### src/design/lptd_pkg.sv
`timescale 1ns / 1ps

package lptd_pkg;

   // Characters with a meaning of their own in the stream.
   localparam logic [7:0] CH_ZERO  = 8'h30;
   localparam logic [7:0] CH_NINE  = 8'h39;
   localparam logic [7:0] CH_COLON = 8'h3a;
   localparam logic [7:0] CH_INT   = 8'h69;
   localparam logic [7:0] CH_END   = 8'h65;
   localparam logic [7:0] CH_MINUS = 8'h2d;

   localparam int QUEUE_DEPTH = 2;

   typedef enum logic [1:0] {
      KIND_BODY  = 2'd0,
      KIND_INT   = 2'd1,
      KIND_EMPTY = 2'd2,
      KIND_ERR   = 2'd3
   } token_kind_type;

   typedef enum logic [3:0] {
      MODE_IDLE = 4'b0001,
      MODE_LEN  = 4'b0010,
      MODE_BODY = 4'b0100,
      MODE_INT  = 4'b1000
   } mode_type;

   // One classified input byte as it travels from the front end to the parser.
   typedef struct packed {
      logic [7:0] data;
      logic [3:0] digit;
      logic       is_digit;
      logic       is_colon;
      logic       is_int;
      logic       is_end;
      logic       is_minus;
   } byte_class_type;

endpackage

### src/design/lptd_ifs.sv
`timescale 1ns / 1ps

interface lptd_req_if;
   logic       valid;
   logic       ready;
   logic [7:0] in_byte;

   modport source (output valid, output in_byte, input ready);
   modport sink (input valid, input in_byte, output ready);
endinterface

interface lptd_rsp_if;
   logic              valid;
   logic              ready;
   logic [1:0]        token_kind;
   logic [7:0]        data_byte;
   logic signed [31:0] int_value;
   logic              last;

   modport source (output valid, output token_kind, output data_byte, output int_value,
                   output last, input ready);
   modport sink (input valid, input token_kind, input data_byte, input int_value,
                 input last, output ready);
endinterface

### src/design/lptd_front.sv
`timescale 1ns / 1ps

module lptd_front
   import lptd_pkg::*;
(
   lptd_req_if.sink       req_ch,
   output logic           push_valid,
   input  logic           push_ready,
   output byte_class_type push_item
);

   logic [7:0] byte_val;
   logic [3:0] digit_val;

   assign byte_val  = req_ch.in_byte;
   assign digit_val = byte_val[3:0] - CH_ZERO[3:0];

   assign req_ch.ready = push_ready;
   assign push_valid   = req_ch.valid;

   always_comb begin
      push_item.data     = byte_val;
      push_item.digit    = digit_val;
      push_item.is_digit = byte_val inside {[CH_ZERO:CH_NINE]};
      push_item.is_colon = (byte_val == CH_COLON);
      push_item.is_int   = (byte_val == CH_INT);
      push_item.is_end   = (byte_val == CH_END);
      push_item.is_minus = (byte_val == CH_MINUS);
   end

endmodule

### src/design/lptd_queue.sv
`timescale 1ns / 1ps

module lptd_queue
   import lptd_pkg::*;
(
   input  logic           clock,
   input  logic           reset,
   input  logic           push_valid,
   output logic           push_ready,
   input  byte_class_type push_item,
   output logic           pop_valid,
   input  logic           pop_ready,
   output byte_class_type pop_item
);

   byte_class_type entries_ff [QUEUE_DEPTH];
   logic           wr_ptr_ff, wr_ptr_in;
   logic           rd_ptr_ff, rd_ptr_in;
   logic [1:0]     count_ff, count_in;
   logic           do_push, do_pop;

   assign push_ready = (count_ff != 2'(QUEUE_DEPTH));
   assign pop_valid  = (count_ff != 2'd0);
   assign pop_item   = entries_ff[rd_ptr_ff];

   assign do_push = push_valid && push_ready;
   assign do_pop  = pop_valid && pop_ready;

   always_comb begin
      wr_ptr_in = do_push ? ~wr_ptr_ff : wr_ptr_ff;
      rd_ptr_in = do_pop ? ~rd_ptr_ff : rd_ptr_ff;
      count_in  = count_ff;
      if (do_push && !do_pop) begin
         count_in = count_ff + 2'd1;
      end else if (do_pop && !do_push) begin
         count_in = count_ff - 2'd1;
      end
   end

   always_ff @(posedge clock) begin
      if (reset) begin
         wr_ptr_ff <= 1'b0;
         rd_ptr_ff <= 1'b0;
         count_ff  <= 2'd0;
      end else begin
         wr_ptr_ff <= wr_ptr_in;
         rd_ptr_ff <= rd_ptr_in;
         count_ff  <= count_in;
      end
   end

   always_ff @(posedge clock) begin
      if (do_push) begin
         entries_ff[wr_ptr_ff] <= push_item;
      end
   end

endmodule

### src/design/lptd_back.sv
`timescale 1ns / 1ps

module lptd_back
   import lptd_pkg::*;
#(
   parameter int LEN_BITS = 16,
   parameter int INT_BITS = 32
) (
   input  logic           clock,
   input  logic           reset,
   input  logic           pop_valid,
   output logic           pop_ready,
   input  byte_class_type pop_item,
   lptd_rsp_if.source     rsp_ch
);

   localparam int LW = LEN_BITS + 4;
   localparam int MW = INT_BITS + 1;
   localparam logic [LW-1:0] LEN_MAX = {4'b0000, {LEN_BITS{1'b1}}};
   localparam logic [MW-1:0] CAP = {2'b01, {(INT_BITS - 1){1'b0}}};
   localparam logic [MW-1:0] CAP_DIV10 = CAP / 10;
   localparam logic [INT_BITS-1:0] PMAX = {1'b0, {(INT_BITS - 1){1'b1}}};

   mode_type              mode_ff, mode_in;
   logic [LEN_BITS-1:0]   len_ff, len_in;
   logic [LEN_BITS-1:0]   left_ff, left_in;
   logic [INT_BITS-1:0]   mag_ff, mag_in;
   logic                  neg_ff, neg_in;
   logic                  seen_ff, seen_in;

   logic                  out_valid_ff, out_valid_in;
   token_kind_type        out_kind_ff, out_kind_in;
   logic [7:0]            out_data_ff, out_data_in;
   logic [31:0]           out_ival_ff, out_ival_in;
   logic                  out_last_ff, out_last_in;

   logic                  do_pop;
   logic                  emit;
   logic                  fin;
   logic [LW-1:0]         len_wide;
   logic [LW-1:0]         len_next;
   logic [MW-1:0]         mag_wide;
   logic [MW-1:0]         mag_next;
   logic [INT_BITS-1:0]   val_sat;
   logic signed [63:0]    val_ext;

   // A new byte is taken whenever the output register is free or drains this cycle.
   assign pop_ready = !out_valid_ff || rsp_ch.ready;
   assign do_pop    = pop_valid && pop_ready;

   // Times ten as two shifted adds.
   assign len_wide = LW'(len_ff);
   assign len_next = (len_wide << 3) + (len_wide << 1) + LW'(pop_item.digit);
   assign mag_wide = MW'(mag_ff);
   assign mag_next = (mag_wide << 3) + (mag_wide << 1) + MW'(pop_item.digit);

   assign fin = (left_ff <= LEN_BITS'(1));

   always_comb begin
      if (neg_ff) begin
         val_sat = ~mag_ff + INT_BITS'(1);
      end else begin
         val_sat = (mag_ff > PMAX) ? PMAX : mag_ff;
      end
      val_ext = 64'(signed'(val_sat));
   end

   always_comb begin
      mode_in     = mode_ff;
      len_in      = len_ff;
      left_in     = left_ff;
      mag_in      = mag_ff;
      neg_in      = neg_ff;
      seen_in     = seen_ff;
      emit        = 1'b0;
      out_kind_in = KIND_ERR;
      out_data_in = 8'd0;
      out_ival_in = 32'd0;
      out_last_in = 1'b1;

      if (do_pop) begin
         case (mode_ff)
            MODE_IDLE: begin
               if (pop_item.is_digit) begin
                  len_in  = LEN_BITS'(pop_item.digit);
                  mode_in = MODE_LEN;
               end else if (pop_item.is_int) begin
                  mag_in  = '0;
                  neg_in  = 1'b0;
                  seen_in = 1'b0;
                  mode_in = MODE_INT;
               end else begin
                  emit = 1'b1;
               end
            end
            MODE_LEN: begin
               if (pop_item.is_digit) begin
                  if (len_next > LEN_MAX) begin
                     emit = 1'b1;
                  end else begin
                     len_in = len_next[LEN_BITS-1:0];
                  end
               end else if (pop_item.is_colon) begin
                  if (len_ff == '0) begin
                     emit        = 1'b1;
                     out_kind_in = KIND_EMPTY;
                     mode_in     = MODE_IDLE;
                  end else begin
                     left_in = len_ff;
                     len_in  = '0;
                     mode_in = MODE_BODY;
                  end
               end else begin
                  emit = 1'b1;
               end
            end
            MODE_BODY: begin
               emit        = 1'b1;
               out_kind_in = KIND_BODY;
               out_data_in = pop_item.data;
               out_last_in = fin;
               left_in     = fin ? '0 : left_ff - LEN_BITS'(1);
               if (fin) begin
                  mode_in = MODE_IDLE;
               end
            end
            MODE_INT: begin
               if (pop_item.is_minus && !seen_ff && !neg_ff) begin
                  neg_in = 1'b1;
               end else if (pop_item.is_digit) begin
                  if (mag_wide > CAP_DIV10 || mag_next > CAP) begin
                     mag_in = CAP[INT_BITS-1:0];
                  end else begin
                     mag_in = mag_next[INT_BITS-1:0];
                  end
                  seen_in = 1'b1;
               end else if (pop_item.is_end && seen_ff) begin
                  emit        = 1'b1;
                  out_kind_in = KIND_INT;
                  out_ival_in = val_ext[31:0];
                  mode_in     = MODE_IDLE;
                  mag_in      = '0;
                  neg_in      = 1'b0;
                  seen_in     = 1'b0;
               end else begin
                  emit = 1'b1;
               end
            end
            default: begin
               mode_in = MODE_IDLE;
            end
         endcase

         // Every error token drops the partial token and clears the parser.
         if (emit && out_kind_in == KIND_ERR) begin
            mode_in = MODE_IDLE;
            len_in  = '0;
            left_in = '0;
            mag_in  = '0;
            neg_in  = 1'b0;
            seen_in = 1'b0;
         end
      end

      if (do_pop && emit) begin
         out_valid_in = 1'b1;
      end else if (rsp_ch.ready) begin
         out_valid_in = 1'b0;
      end else begin
         out_valid_in = out_valid_ff;
      end
   end

   always_ff @(posedge clock) begin
      if (reset) begin
         mode_ff      <= MODE_IDLE;
         len_ff       <= '0;
         left_ff      <= '0;
         mag_ff       <= '0;
         neg_ff       <= 1'b0;
         seen_ff      <= 1'b0;
         out_valid_ff <= 1'b0;
      end else begin
         mode_ff      <= mode_in;
         len_ff       <= len_in;
         left_ff      <= left_in;
         mag_ff       <= mag_in;
         neg_ff       <= neg_in;
         seen_ff      <= seen_in;
         out_valid_ff <= out_valid_in;
      end
   end

   always_ff @(posedge clock) begin
      if (do_pop && emit) begin
         out_kind_ff <= out_kind_in;
         out_data_ff <= out_data_in;
         out_ival_ff <= out_ival_in;
         out_last_ff <= out_last_in;
      end
   end

   assign rsp_ch.valid      = out_valid_ff;
   assign rsp_ch.token_kind = out_kind_ff;
   assign rsp_ch.data_byte  = out_data_ff;
   assign rsp_ch.int_value  = signed'(out_ival_ff);
   assign rsp_ch.last       = out_last_ff;

endmodule

### src/design/length_prefixed_token_decoder.sv
// Decoder for length-prefixed strings ("5:hello") and integers ("i-42e").
// req_ch carries one raw stream byte per transaction. rsp_ch carries zero or
// one token per byte: each string body byte (last set on the final one), an
// empty-string token, a signed integer saturated at INT_BITS, or an error
// token for an unexpected byte or a length above 2^LEN_BITS - 1. After an
// error the decoder is back at idle and the offending byte is consumed.
// Throughput is one byte per cycle in both directions while rsp_ch is
// ready. A byte's token reaches rsp_ch by way of the two-entry queue of
// classified bytes and then the parser's output register.
// When rsp_ch stalls, the output register holds its token and the parser
// stops; the queue absorbs up to two more bytes before req_ch.ready drops.
// Reset (synchronous) empties the queue and the output register and puts
// the parser at idle; bytes are accepted in the first cycle after it.
`timescale 1ns / 1ps

module length_prefixed_token_decoder
   import lptd_pkg::*;
#(
   parameter int LEN_BITS = 16,
   parameter int INT_BITS = 32
) (
   input  logic       clock,
   input  logic       reset,
   lptd_req_if.sink   req_ch,
   lptd_rsp_if.source rsp_ch
);

   logic           push_valid;
   logic           push_ready;
   byte_class_type push_item;
   logic           pop_valid;
   logic           pop_ready;
   byte_class_type pop_item;

   lptd_front u_front (
      .req_ch     (req_ch),
      .push_valid (push_valid),
      .push_ready (push_ready),
      .push_item  (push_item)
   );

   lptd_queue u_queue (
      .clock      (clock),
      .reset      (reset),
      .push_valid (push_valid),
      .push_ready (push_ready),
      .push_item  (push_item),
      .pop_valid  (pop_valid),
      .pop_ready  (pop_ready),
      .pop_item   (pop_item)
   );

   lptd_back #(
      .LEN_BITS (LEN_BITS),
      .INT_BITS (INT_BITS)
   ) u_back (
      .clock     (clock),
      .reset     (reset),
      .pop_valid (pop_valid),
      .pop_ready (pop_ready),
      .pop_item  (pop_item),
      .rsp_ch    (rsp_ch)
   );

endmodule
### src/flat_wrapper.sv
// flat-port wrapper written by rule: the top's interface ports become plain ports
module length_prefixed_token_decoder_flat import lptd_pkg::*;
#(
   parameter int LEN_BITS = 16,
   parameter int INT_BITS = 32
)
  (clock, reset, req_ch_valid, req_ch_in_byte, req_ch_ready, rsp_ch_valid, rsp_ch_token_kind, rsp_ch_data_byte, rsp_ch_int_value, rsp_ch_last, rsp_ch_ready);
  lptd_req_if req_ch_i ();
  lptd_rsp_if rsp_ch_i ();
  input  logic clock;
  input  logic reset;
  input wire logic [$bits(req_ch_i.valid)-1:0] req_ch_valid;
  input wire logic [$bits(req_ch_i.in_byte)-1:0] req_ch_in_byte;
  output wire logic [$bits(req_ch_i.ready)-1:0] req_ch_ready;
  output wire logic [$bits(rsp_ch_i.valid)-1:0] rsp_ch_valid;
  output wire logic [$bits(rsp_ch_i.token_kind)-1:0] rsp_ch_token_kind;
  output wire logic [$bits(rsp_ch_i.data_byte)-1:0] rsp_ch_data_byte;
  output wire logic [$bits(rsp_ch_i.int_value)-1:0] rsp_ch_int_value;
  output wire logic [$bits(rsp_ch_i.last)-1:0] rsp_ch_last;
  input wire logic [$bits(rsp_ch_i.ready)-1:0] rsp_ch_ready;
  assign req_ch_i.valid = req_ch_valid;
  assign req_ch_i.in_byte = req_ch_in_byte;
  assign req_ch_ready = req_ch_i.ready;
  assign rsp_ch_valid = rsp_ch_i.valid;
  assign rsp_ch_token_kind = rsp_ch_i.token_kind;
  assign rsp_ch_data_byte = rsp_ch_i.data_byte;
  assign rsp_ch_int_value = rsp_ch_i.int_value;
  assign rsp_ch_last = rsp_ch_i.last;
  assign rsp_ch_i.ready = rsp_ch_ready;
  length_prefixed_token_decoder #(.LEN_BITS(LEN_BITS), .INT_BITS(INT_BITS)) u_core (.clock(clock), .reset(reset), .req_ch(req_ch_i), .rsp_ch(rsp_ch_i));
endmodule
### config.mk
export PLATFORM = sky130hd
export DESIGN_NAME = length_prefixed_token_decoder_flat
export DESIGN_NICKNAME = d
export VERILOG_FILES = /design/src/design/lptd_pkg.sv /design/src/design/lptd_ifs.sv /design/src/design/lptd_front.sv /design/src/design/lptd_queue.sv /design/src/design/lptd_back.sv /design/src/design/length_prefixed_token_decoder.sv /design/src/flat_wrapper.sv
export SDC_FILE = /design/constraint.sdc
export NUM_CORES = 1
export LEC_CHECK = 0
export BUFFER_PORTS_ARGS = -buffer_cell sky130_fd_sc_hd__buf_4
export CAP_MARGIN = 20
export CELL_PAD_IN_SITES_DETAIL_PLACEMENT = 0
export CELL_PAD_IN_SITES_GLOBAL_PLACEMENT = 1
export CORE_ASPECT_RATIO = 1.75
export CORE_UTILIZATION = 48
export CTS_CLUSTER_DIAMETER = 200
export CTS_CLUSTER_SIZE = 16
export DETAILED_ROUTE_END_ITERATION = 12
export GPL_TIMING_DRIVEN = 1
export PLACE_DENSITY = 0.87
export SETUP_SLACK_MARGIN = 0.05
export SYNTH_ARGS = -nofsm -noshare
export SYNTH_HDL_FRONTEND = slang
export SYNTH_SLANG_ARGS = --single-unit
### constraint.sdc
create_clock -name clock -period 6 [get_ports clock]
set_input_delay 0.9 -clock clock [delete_from_list [all_inputs] [get_ports clock]]
set_output_delay 0.9 -clock clock [all_outputs]
set_load 0.005 [all_outputs]
[After elaboration in Yosys (flattened, before gate mapping)]
Memory sizes are Yosys's and may differ from the RTL's. A register that Yosys moved wholly into a read port is not among the register bits.
Cells that the tools add are included.
Cells by class
  add/sub/neg operators: 8
  $mul: 0
  divide/modulo/power cells: 0
  $lt $le $gt $ge: 7
  equal/unequal tests: 27
  shift operators: 0
  muxes and demuxes: 72
  bitwise operators: 6
  reduce and logical (&&, ||, !) cells: 31
Operators by type and width (count)
  2-to-1 mux 32 bit: 9
  2-to-1 mux 16 bit: 11
  one-hot mux 16 bit (2 select lines): 2
  one-hot mux 32 bit (2 select lines): 1
  2-to-1 mux 4 bit: 9
  adder 33 bit: 1
  adder 33 x 4 -> 33 bit: 1
  > comparator 33 x 32 -> 1 bit (second input constant): 1
  adder 32 x 1 -> 32 bit (second input constant): 1
  > comparator 32 x 28 -> 1 bit (second input constant): 1
  > comparator 32 x 31 -> 1 bit (second input constant): 1
  inverter 32 bit: 1
  2-to-1 mux 1 bit: 28
  inequality test 3 bit (second input constant): 7
  adder 19 x 17 -> 20 bit: 1
  adder 20 x 4 -> 20 bit: 1
  > comparator 20 x 16 -> 1 bit (second input constant): 1
  AND reduction 6 bit: 3
  equality test 8 x 6 -> 1 bit (second input constant): 2
  equality test 8 x 7 -> 1 bit (second input constant): 2
  less-or-equal comparator 16 x 1 -> 1 bit (second input constant): 1
  logical NOT 16 bit: 1
  one-hot mux 4 bit (4 select lines): 1
  subtractor 16 x 1 -> 16 bit (second input constant): 1
  other kinds (29): 63
Storage, ports and cells
  bits in registers: 118
  latch bits: 0
  memory bits (writable): 34
  memory bits (read-only): 0
  input port bits: 12
  output and inout bits: 45
  memories kept: 1
Memory list
  u_core.u_queue.entries_ff: words 2, width 17, rd ports 1, clocked after Yosys merged registers in 1, write ports 1, line lptd_queue.sv:16  | byte_class_type entries_ff [QUEUE_DEPTH];

[Longest topological paths before layout]
Gate-level depths: netlist of run 1.
  depth in word-level cells: 10
  gate-level depth with buffers: 19
  mapped depth without buffers: 15

[Modules after synthesis]
A second synthesis of run 1 with hierarchy kept.
Second synthesis, totals
  cells, all modules: 1087
  area total of the unflattened synthesis: 10471.3 um2
By module, submodules not included
  lptd_back: times used 1, cells an instance 983, area an instance 8822.2 um2, sequential area each 2712.6 um2
  lptd_queue: times used 1, cells an instance 77, area an instance 1447.6 um2, sequential area each 1121.1 um2
  lptd_front: times used 1, cells an instance 27, area an instance 201.4 um2, sequential area each 0.0 um2

[Worst setup path after synthesis of run 1]
No wires, ideal clock.
  path kind: register to register
  start point: register with a tool-made name
  end point: register u_core.u_back.out_data_ff[0], in the netlist u_core.u_back.rsp_ch.data_byte[0] (enable)
  setup time: 397 ps
  arrival: 4507 ps
  data required time: 5603 ps
  slack: 1096 ps
  cell stages (with the launch flop): 18
  buffers on the path: 3
  path through: dfxtp_1 -> buf_2 -> buf_2 -> mux2i_1 -> inv_1 -> ha_1 -> ha_1 -> fa_1 -> a21oi_1 -> nor3b_1 -> o41a_1 -> o41a_1 -> mux2i_1 -> and4_1 -> buf_4 -> o21ai_0 -> nand2_1 -> inv_1
RTL lines
  to (signal assigned): line lptd_back.sv:197  | out_data_ff <= out_data_in;
  to (decl): line lptd_back.sv:33  | logic [7:0] out_data_ff, out_data_in;

==> results of run 1 <==
==> per-layer routing <==
layer | GRT usage | vias to the layer above
li1 | - | 4047
met1 | 0.2576 | 3849
met2 | 0.4541 | 163
met3 | 0.02966 | 62
met4 | 0.1333 | 0
met5 | 0 | -
==> kinds of logic (layout without fill, tap and decap cells) <==
group	Yosys count	after routing	synth area share
and+or+nand+nor	337	337	0.1743
AOI/OAI and AO/OA	305	305	0.2183
DFF	145	145	0.3671
adders and majority gates	99	99	0.1296
buffers and inverters	82	130	0.03732
xor gates and xnor gates	56	56	0.05010
muxes	22	22	0.02326
==> cells in the final DEF (no fill, tap or decap), types with 11 or more instances in the layout <==
cell type / instances
nand3_1: 25
a311oi_1: 12
a31oi_1: 11
a21oi_1: 64
edfxtp_1: 69
xnor2_1: 31
nor4_1: 11
inv_1: 31
xor2_1: 25
ha_1: 95
clkbuf_16: 17
nor3_1: 50
nor2b_1: 18
a211oi_1: 33
a21o_1: 15
a22o_1: 44
o21ai_0: 45
nor2_1: 84
buf_4: 64
nand2_1: 74
dfxtp_1: 76
mux2i_1: 16
==> worst min path at each step <==
stage / to / slack (ns) / cells past startpoint
after floorplan: u_core.u_back.left_ff[15] / 0.46 / 2
after global placement: u_core.u_back.left_ff[15] / 0.48 / 2
after detailed placement: u_core.u_back.left_ff[15] / 0.48 / 2
after CTS: u_core.u_back.left_ff[15] / 0.49 / 2
after global routing: u_core.u_back.left_ff[15] / 0.51 / 2
final: u_core.u_back.left_ff[15] / 0.49 / 2
==> cell type report <==
type | instances | share of cell area
Clock buffer | 17 | 0.03871
Clock inverter | 15 | 0.01708
Inverter | 32 | 0.01093
Multi-Input combinational cell | 819 | 0.5308
Sequential cell | 145 | 0.3270
Tap cell | 245 | 0.02789
Timing Repair Buffer | 66 | 0.04759
==> power groups by stage <==
stage / Combinational, W / Sequential [W] / Clock [W]
2_1_floorplan: 0.000747 / 0.00129 / 0
3_3_place_gp: 0.00101 / 0.00132 / 0
3_5_place_dp: 0.00103 / 0.00133 / 0
4_1_cts: 0.00104 / 0.00131 / 0.00114
5_1_grt: 0.00115 / 0.00133 / 0.00118
6_report: 0.00103 / 0.00131 / 0.00112
==> registers in the layout, indices dropped and copies added, names as in the netlist, named ones only <==
signal and cells:
u_core.u_back.neg_ff 1, u_core.u_queue.rd_ptr_ff 1, u_core.u_back.rsp_ch.int_value 32, u_core.u_back.seen_ff 1, u_core.u_back.rsp_ch.data_byte 8, u_core.u_back.len_ff 16, u_core.u_back.rsp_ch.valid 1, u_core.u_back.rsp_ch.token_kind 2
u_core.u_queue.count_ff 2, u_core.u_back.left_ff 16, u_core.u_back.rsp_ch.last 1, u_core.u_queue.wr_ptr_ff 1, u_core.u_back.mode_ff 4, u_core.u_queue.entries_ff 26, u_core.u_back.mag_ff 32
==> worst max-delay path, stage by stage (launching register included) <==
cell and delay [ns]:
dfxtp_1 0.83, mux2i_1 0.35, inv_1 0.10, ha_1 0.28
ha_1 0.25, fa_1 0.41, a21oi_1 0.20, nor3b_1 0.09
o41a_1 0.35, o41a_1 0.43, mux2i_1 0.18, and4_1 0.37
o211a_1 0.71, or2_1 0.32, o22ai_1 0.10
==> metrics by stage <==
stage,total power [W],utilization,hold WS (ns),setup slack [ns]
floorplan,0.002041,-,0.4578,1.096
global placement,0.002334,0.5209,0.4772,1.084
detailed placement,0.002354,0.5209,0.4849,0.9559
CTS,0.003479,0.5518,0.4931,0.9152
global route,0.003659,0.5543,0.5136,0.5075
finish,0.003462,0.5543,0.4875,0.9041
==> results.toml, run 1 <==
[setup_path]
r2r_end = "u_core.u_back.left_ff[14]"
cp-start-kind = "flip-flop"
ff2ff_setup_slack_ns = 0.90
worstRegToRegCells = 14
critPathCapture = "u_core.u_back.left_ff[14]"
arrival_ns = 5.39
crit_type = "reg2reg"
cp.required_ns = 6.30
crit_fanout = 28
endpoint_kind = "flip-flop"

[clocking]
clkSlewWorstSetupHoldPaths_ns = 0.07
holdBufCountCts = 0
clkLatencyLatePin_ns = 0.43
cts_root_buf = "clkbuf_16"
cts_made_buffers = 17
cts_resized = 0
clockBufferDepth = 2
cts_tree = "done"
post_cts_buffers = 0
h-tree-depth = 4
cts.sinks = 145

[timing]
max_freq_ghz = 0.1962
rsz0062_at_grt = "false"
tightest_slew_ns = 0.9171
period_needed_ns = 5.096
setup_viol = 0
min_period_over_period = 0.8493
hold_viol = 0
setup_tns_ns = 0
finalMaxSlewViolations = 0
skew_ns = 0.01083
slew_headroom = 0.3867

[placed_design]
place_area_um2 = 10330
io_buffers = 56
dpl.hpwl_mm = 18.10
dp_cells = 1304
gp_congestion = 0.9019

[logic_synthesis]
syn_inst = 1046
synth_edf_count = 69
synth_ff_type = "dfxtp_1"
syn_area_per_cell_um2 = 9.359
synth_area_leaders = "edfxtp_1 21%, dfxtp_1 16%, ha_1 12%"
synth_top_area_cell = "edfxtp_1"
synthArstFlopShare = 0
synth_seq_cells = 145
yosysWarnings = 0
netlist_area_um2 = 9789
synth_nets = 1157
netlist-cell-type-count = 76
synth.most_common_cell = "ha_1"
synth_top_area_frac = 0.2117
synth-seq-area-share = 0.3671
synth_commonest_cells = "95 x ha_1, 84 x nor2_1, 76 x dfxtp_1, 74 x nand2_1, 69 x edfxtp_1"

[detailed_routing]
met3_length_um = 553
top_layer_used = "met4"
drt-met1-wl_mm = 9.270
ant_nets = 0
wire_per_inst_um = 18.00
vias = 8121
drc = 0
viasPerCell = 6.065
routed_wl_mm = 24.10
wl_met2_mm = 13.29
dr.first_iter.drc_count = 342
dr.pass1.iters = 5

[floorplanning]
coreArea_um2 = 19820
die_w_um = 110.0
rows = 68
die-area_um2 = 20990
initial_utilization = 0.4938
ios = 57
die_h_um = 190.9

[finish]
multi_input_area_um2 = 5833
fillers = 1828
fin_nets = 1192
insertedDiodeCount = 0
drive_gt1_frac = 0.1079
instances_no_fill = 1339
fin_area_um2 = 10990
ff_latch_area_um2 = 3593
syn2layout_area_growth_pct = 12.26

[global_routing]
grt_pass1_wl_mm = 39.64
grt_max_degree = 44
grt_usage = 0.2438
grt_overflow = 0
grt_pass1_vias = 8235
antenna_found_initial = 0

[power_and_ir_drop]
p_switching_w = 0.001219
seq_power_share = 0.377
switching_share = 0.3522
p_comb_frac = 0.298
p_clk_frac = 0.325
intPower_w = 0.002242
p_per_area_nw_per_um2 = 315.0
vdd_drop_max_v = 0.0002145
p_leak_nw = 4.720

[job]
cap_viol_max_count = 0

[hold_path]
worstHoldPathType = "reg2reg"
hp-start = "u_core.u_back.left_ff[15]"

[outcome]
status = "complete, no violations"
No activity file was read; power rests on OpenSTA's default activity.
==> run 2: changes to the inputs <==
- ABC_AREA: not set -> 1
- CORE_UTILIZATION: 48 -> 46
- PLACE_DENSITY: 0.87 -> 0.89
- clock period: 6 -> 5.3 ns (I/O delays scaled with it)
==> run 2 against run 1 <==
  * Sequential share of layout area down 5.0 points
  * Combinational power up 110%
  * Synthesized cell count up 66%
  * Clock skew about the same
  * Global-route usage up 4.9 points
  * Die area up 24%
  * Power up 45%
==> results.toml, run 2 <==
[logic_synthesis]
synthArstFlopShare = 0
synth_area_leaders = "edfxtp_1 18%, dfxtp_1 13%, nand2_1 13%"
synth_ff_type = "dfxtp_1"
synth_nets = 1844
synth_top_area_frac = 0.1779
synth_top_area_cell = "edfxtp_1"
netlist_area_um2 = 11650
netlist-cell-type-count = 52
synth_commonest_cells = "404 x nand2_1, 284 x nor2_1, 226 x inv_1, 96 x ha_1, 82 x nand3_1"
syn_inst = 1732
synth_seq_cells = 145
synth-seq-area-share = 0.3085
syn_area_per_cell_um2 = 6.725
yosysWarnings = 0
synth.most_common_cell = "nand2_1"
synth_edf_count = 69

[placed_design]
dpl.hpwl_mm = 28.47
gp_congestion = 0.9413
io_buffers = 56

[clocking]
cts_resized = 0
cts.sinks = 145
clkLatencyLatePin_ns = 0.45
cts_root_buf = "clkbuf_16"
cts_tree = "done"
h-tree-depth = 4
cts_made_buffers = 17
clkSlewWorstSetupHoldPaths_ns = 0.07
clockBufferDepth = 2
holdBufCountCts = 0
post_cts_buffers = 0

[global_routing]
grt_pass1_vias = 11390
antenna_found_initial = 0
grt_overflow = 0
grt_pass1_wl_mm = 57.27
grt_usage = 0.2928
grt_max_degree = 48

[power_and_ir_drop]
p_per_area_nw_per_um2 = 387.6
vdd_drop_max_v = 0.0003669
p_comb_frac = 0.431
p_clk_frac = 0.256
seq_power_share = 0.313
switching_share = 0.4274
p_switching_w = 0.002146
intPower_w = 0.002875
p_leak_nw = 6.296

[setup_path]
crit_fanout = 29
endpoint_kind = "flip-flop"
cp-start-kind = "flip-flop"
crit_type = "reg2reg"
cp.required_ns = 5.68
arrival_ns = 4.69

[floorplanning]
ios = 57
coreArea_um2 = 24720
die-area_um2 = 25990
rows = 76
die_h_um = 212.5
initial_utilization = 0.4711
die_w_um = 122.3

[hold_path]
worstHoldPathType = "reg2reg"

[detailed_routing]
drc = 0
dr.first_iter.drc_count = 551
dr.pass1.iters = 6
ant_nets = 0
routed_wl_mm = 36.19
vias = 11400
viasPerCell = 5.429
wire_per_inst_um = 17.23

[outcome]
status = "complete, no violations"

[timing]
hold_viol = 0
max_freq_ghz = 0.2318
period_needed_ns = 4.313
setup_viol = 0
slew_headroom = 0.4010
skew_ns = 0.01080
rsz0062_at_grt = "false"
tightest_slew_ns = 0.8975
min_period_over_period = 0.8138
finalMaxSlewViolations = 0
setup_tns_ns = 0
hold_slack_ns = 0.4626

[finish]
fin_nets = 1887
drive_gt1_frac = 0.1085
final_cell_mix = "404 x nand2_1, 283 x nor2_1, 225 x inv_1, 96 x ha_1, 82 x nand3_1"
syn2layout_area_growth_pct = 11.23
mostFrequentLayoutCell = "nand2_1"
insertedDiodeCount = 0

[job]
cap_viol_max_count = 0
run 2: changes by cell type after synthesis, moves of 25 or more:
cell / before / now
inv_1: 32 / 226
nand3_1: 25 / 82
nand2_1: 74 / 404
a22o_1: 44 / 0
a211oi_1: 33 / 8
nand4_1: 8 / 52
nor2_1: 84 / 284
o21ai_0: 45 / 72
inv_2: 0 / 28
run 2: layout make-up:
cell class	instances	area, um^2
clock buffers	18	429.2
clock inverters	14	182.7
fillers	2473	11770
inverters	258	969.7
multi-input cells	1286	6874
flip-flops and latches	145	3593
well taps	312	390.4
repair buffers	67	515.5
run 2: cells by family after synthesis:
logic type      count (synthesis)  synth area share
buf+inv                       301            0.1021
compound gates                207            0.1001
xor+xnor                       37           0.02782
flops                         145            0.3085
simple gates                  942            0.3515
fa+ha+maj                     100            0.1100
run 2: worst paths after layout:
path                                                from                       end  slack (ns)  cells after the start
worst min-delay path            u_core.u_queue.rd_ptr_ff  u_core.u_queue.rd_ptr_ff        0.46                      1
worst min register to register  u_core.u_queue.rd_ptr_ff  u_core.u_queue.rd_ptr_ff        0.46                      1
worst max-delay path                           flip-flop  u_core.u_back.mag_ff[27]        0.99                     24
worst max register to register                 flip-flop  u_core.u_back.mag_ff[27]        0.99                     24
run 2: stage by stage:
step / instance area (um^2) / util / setup slack (ns) / instances / total power (W)
floorplan: 11650 / - / 1.315 / 1732 / 0.003144
global placement: 12330 / 0.4986 / 1.007 / 2066 / 0.003709
detailed placement: 12330 / 0.4986 / 0.9783 / 2066 / 0.003735
CTS: 12940 / 0.5234 / 0.9404 / 2098 / 0.005019
global route: 12950 / 0.5240 / 0.5723 / 2100 / 0.005354
finish: 12950 / 0.5240 / 0.9868 / 2100 / 0.005022
run 2: per-layer routing:
layer  global-route usage  wire, um  part of all wire  vias to the layer above
met5                    0         0                 0                        -
met4               0.2174      2685             0.074                        0
met3              0.03675      1127             0.031                      154
met2               0.5546     19670              0.54                      326
met1               0.2805     12710              0.35                     5188
li1                     -         -                 -                     5732
run 2: power groups by stage:
stage | Clock (W) | Sequential [W] | Combinational [W]
after detailed placement | 0 | 0.00160 | 0.00214
final | 0.00128 | 0.00157 | 0.00217
after CTS | 0.00129 | 0.00157 | 0.00215
after floorplan | 0 | 0.00157 | 0.00158
after global routing | 0.00134 | 0.00160 | 0.00242
after global placement | 0 | 0.00159 | 0.00212
run 2: critical path: stages (launching register included):
cell and delay, ns:
dfxtp_1 0.33, buf_4 0.18, o21ai_0 0.44, inv_1 0.19, fa_1 0.55, inv_1 0.07
fa_1 0.47, inv_1 0.15, nand3_1 0.08, nand3_1 0.15, nand2_1 0.09, nand2_1 0.12
nand2_1 0.06, nand2_1 0.08, nand3_1 0.07, nor2_1 0.11, nand3_1 0.09, nor2_1 0.20
nand4_1 0.12, nand2_1 0.07, nand2_1 0.05, buf_4 0.24, nor2_1 0.19, nor2_1 0.06
nor2_1 0.08
==> run 3: changes to the inputs <==
- CORE_UTILIZATION: 46 -> 41
- PLACE_DENSITY: 0.89 -> 0.85
- clock period: 5.3 -> 3.6 ns (I/O delays scaled with it)
==> run 3 against run 2 <==
  * The flow now finishes with violations (negative setup slack)
  * First-iteration DRC count increased by 22%
  * Power is 76% higher
  * Non-clock buffer count is 103 higher
  * Flip-flop and latch count unchanged
  * Setup slack got worse by 1.0 ns
  * Hold slack worse by 0.16 ns
  * Critical endpoint is now u_core.u_back.mag_ff[13]
==> results.toml, run 3 (synthesized netlist as in run 2, its figures left out) <==
[finish]
syn2layout_area_growth_pct = 28.20
mostFrequentLayoutCell = "nand2_1"
final_cell_mix = "362 x nand2_1, 246 x nor2_1, 216 x inv_1, 133 x buf_4, 90 x ha_1"
instances_no_fill = 2266
fillers = 2734
drive_gt1_frac = 0.2372
fin_nets = 1992
insertedDiodeCount = 0

[detailed_routing]
drc = 0
viasPerCell = 5.395
vias = 12230
ant_nets = 0
dr.pass1.iters = 7
wire_per_inst_um = 18.59
routed_wl_mm = 42.14
dr.first_iter.drc_count = 672

[placed_design]
dpl.hpwl_mm = 31.12
gp_congestion = 0.9651
io_buffers = 56
pre_cts_ws_ns = -0.1967
dp_cells = 2185

[power_and_ir_drop]
p_per_area_nw_per_um2 = 590.4
intPower_w = 0.005090
vdd_drop_max_v = 0.0004371
p_switching_w = 0.003727
p_leak_nw = 7.087
p_comb_frac = 0.538
p_clk_frac = 0.195
seq_power_share = 0.268
switching_share = 0.4227

[clocking]
cts.sinks = 145
h-tree-depth = 4
cts_root_buf = "clkbuf_16"
clkSlewWorstSetupHoldPaths_ns = 0.06
clkLatencyLatePin_ns = 0.45
clockBufferDepth = 2
holdBufCountCts = 0
cts_tree = "done"
cts_made_buffers = 17

[setup_path]
endpoint_kind = "flip-flop"
ff2ff_setup_slack_ns = -0.05
r2r_end = "u_core.u_back.mag_ff[13]"
crit_fanout = 6
cp.required_ns = 3.97
worstRegToRegCells = 25
crit_type = "reg2reg"
arrival_ns = 4.02
cp-start-kind = "flip-flop"

[global_routing]
grt_usage = 0.2877
grt_pass1_vias = 12260
grt_pass1_wl_mm = 62.76
grt_overflow = 0
grt_max_degree = 47
antenna_found_initial = 0

[floorplanning]
die-area_um2 = 29110
initial_utilization = 0.4164
coreArea_um2 = 27970
ios = 57
die_w_um = 129.4
rows = 81
die_h_um = 225.0

[outcome]
violations = "negative setup slack"
status = "finished, violations left"

[hold_path]
hold_depth = 1
hp-start = "req_ch_in_byte[4]"
worstHoldPathType = "in2reg"
holdPathEnd = "u_core.u_queue.entries_ff[0][13]"

[timing]
hold_viol = 0
setup_viol = 21
finalWorstSetupSlack_ns = -0.05085
slew_headroom = 0.3560
period_needed_ns = 3.651
finalMaxSlewViolations = 0
tightest_slew_ns = 0.9649
min_period_over_period = 1.014
max_freq_ghz = 0.2739
rsz0062_at_grt = "true"
skew_ns = 0.01117
hold_slack_ns = 0.3040

[job]
cap_viol_max_count = 0
-- run 3: worst max-delay path by stage --
stage,start,to
2_1_floorplan,flip-flop,u_core.u_back.rsp_ch.data_byte[0]
3_3_place_gp,flip-flop,u_core.u_back.left_ff[1]
3_5_place_dp,flip-flop,u_core.u_back.left_ff[1]
4_1_cts,flip-flop,u_core.u_back.mag_ff[6]
5_1_grt,u_core.u_queue.entries_ff[1][12],u_core.u_back.mag_ff[13]
6_report,flip-flop,u_core.u_back.mag_ff[13]
-- run 3: routing by layer --
metal	track usage	wire, um	vias to the layer above
met5	0	0	-
met3	0.04748	1812	221
li1	-	-	5950
met4	0.2442	4221	0
met2	0.5607	22900	407
met1	0.2449	13200	5648
-- run 3: power by group through the flow --
stage | Clock, W | Combinational [W] | Sequential (W)
after floorplan | 0 | 0.00236 | 0.00231
after global placement | 0 | 0.00341 | 0.00237
after detailed placement | 0 | 0.00346 | 0.00238
after CTS | 0.00173 | 0.00362 | 0.00234
after global routing | 0.00180 | 0.00509 | 0.00239
final | 0.00172 | 0.00474 | 0.00236
-- run 3: area by class of cell --
cell class | count | area (um^2) | share of cell area
Clock buffer | 25 | 520.5 | 0.03486
Clock inverter | 7 | 46.29 | 0.003100
Inverter | 258 | 996.0 | 0.06670
Multi-Input combinational cell | 1286 | 7637 | 0.5115
Sequential cell | 145 | 3597 | 0.2409
Tap cell | 373 | 466.7 | 0.03126
Timing Repair Buffer | 170 | 1643 | 0.1100
Timing Repair inverter | 2 | 25.02 | 0.001676
-- run 3: worst max-delay path: stages, from the launching register on --
cell,delay (ns)
dfxtp_2,0.35
inv_2,0.05
or2_4,0.23
o21ai_4,0.07
inv_2,0.07
fa_2,0.57
inv_2,0.05
fa_2,0.41
inv_2,0.09
nand3_2,0.10
nand3_4,0.11
nand2_4,0.07
nand3_4,0.10
nand2_2,0.08
nand3_2,0.08
nand2_2,0.05
nor2_1,0.11
nand2_1,0.08
nor2_2,0.11
nand4_1,0.13
nand2_2,0.14
nand2_8,0.11
buf_16,0.18
nor2_1,0.09
nor2_1,0.05
nor2_1,0.09
-- run 3: metrics by stage --
stage	total power, W	utilization	cell area, um^2	setup TNS, ns
floorplan	0.004673	-	11700	0
global placement	0.005785	0.4621	12920	-0.6153
detailed placement	0.005839	0.4621	12920	-6.346
CTS	0.007696	0.4990	13960	0
global route	0.009280	0.5338	14930	-9.519
finish	0.008816	0.5338	14930	-0.3461
-- run 3: timing repair --
action | in CTS | in global routing
gates cloned | 3 | 11
resized for setup | 75 | 187
setup endpoints to repair | 70 | 85
pin swaps | 31 | 49
setup buffers | 18 | 17
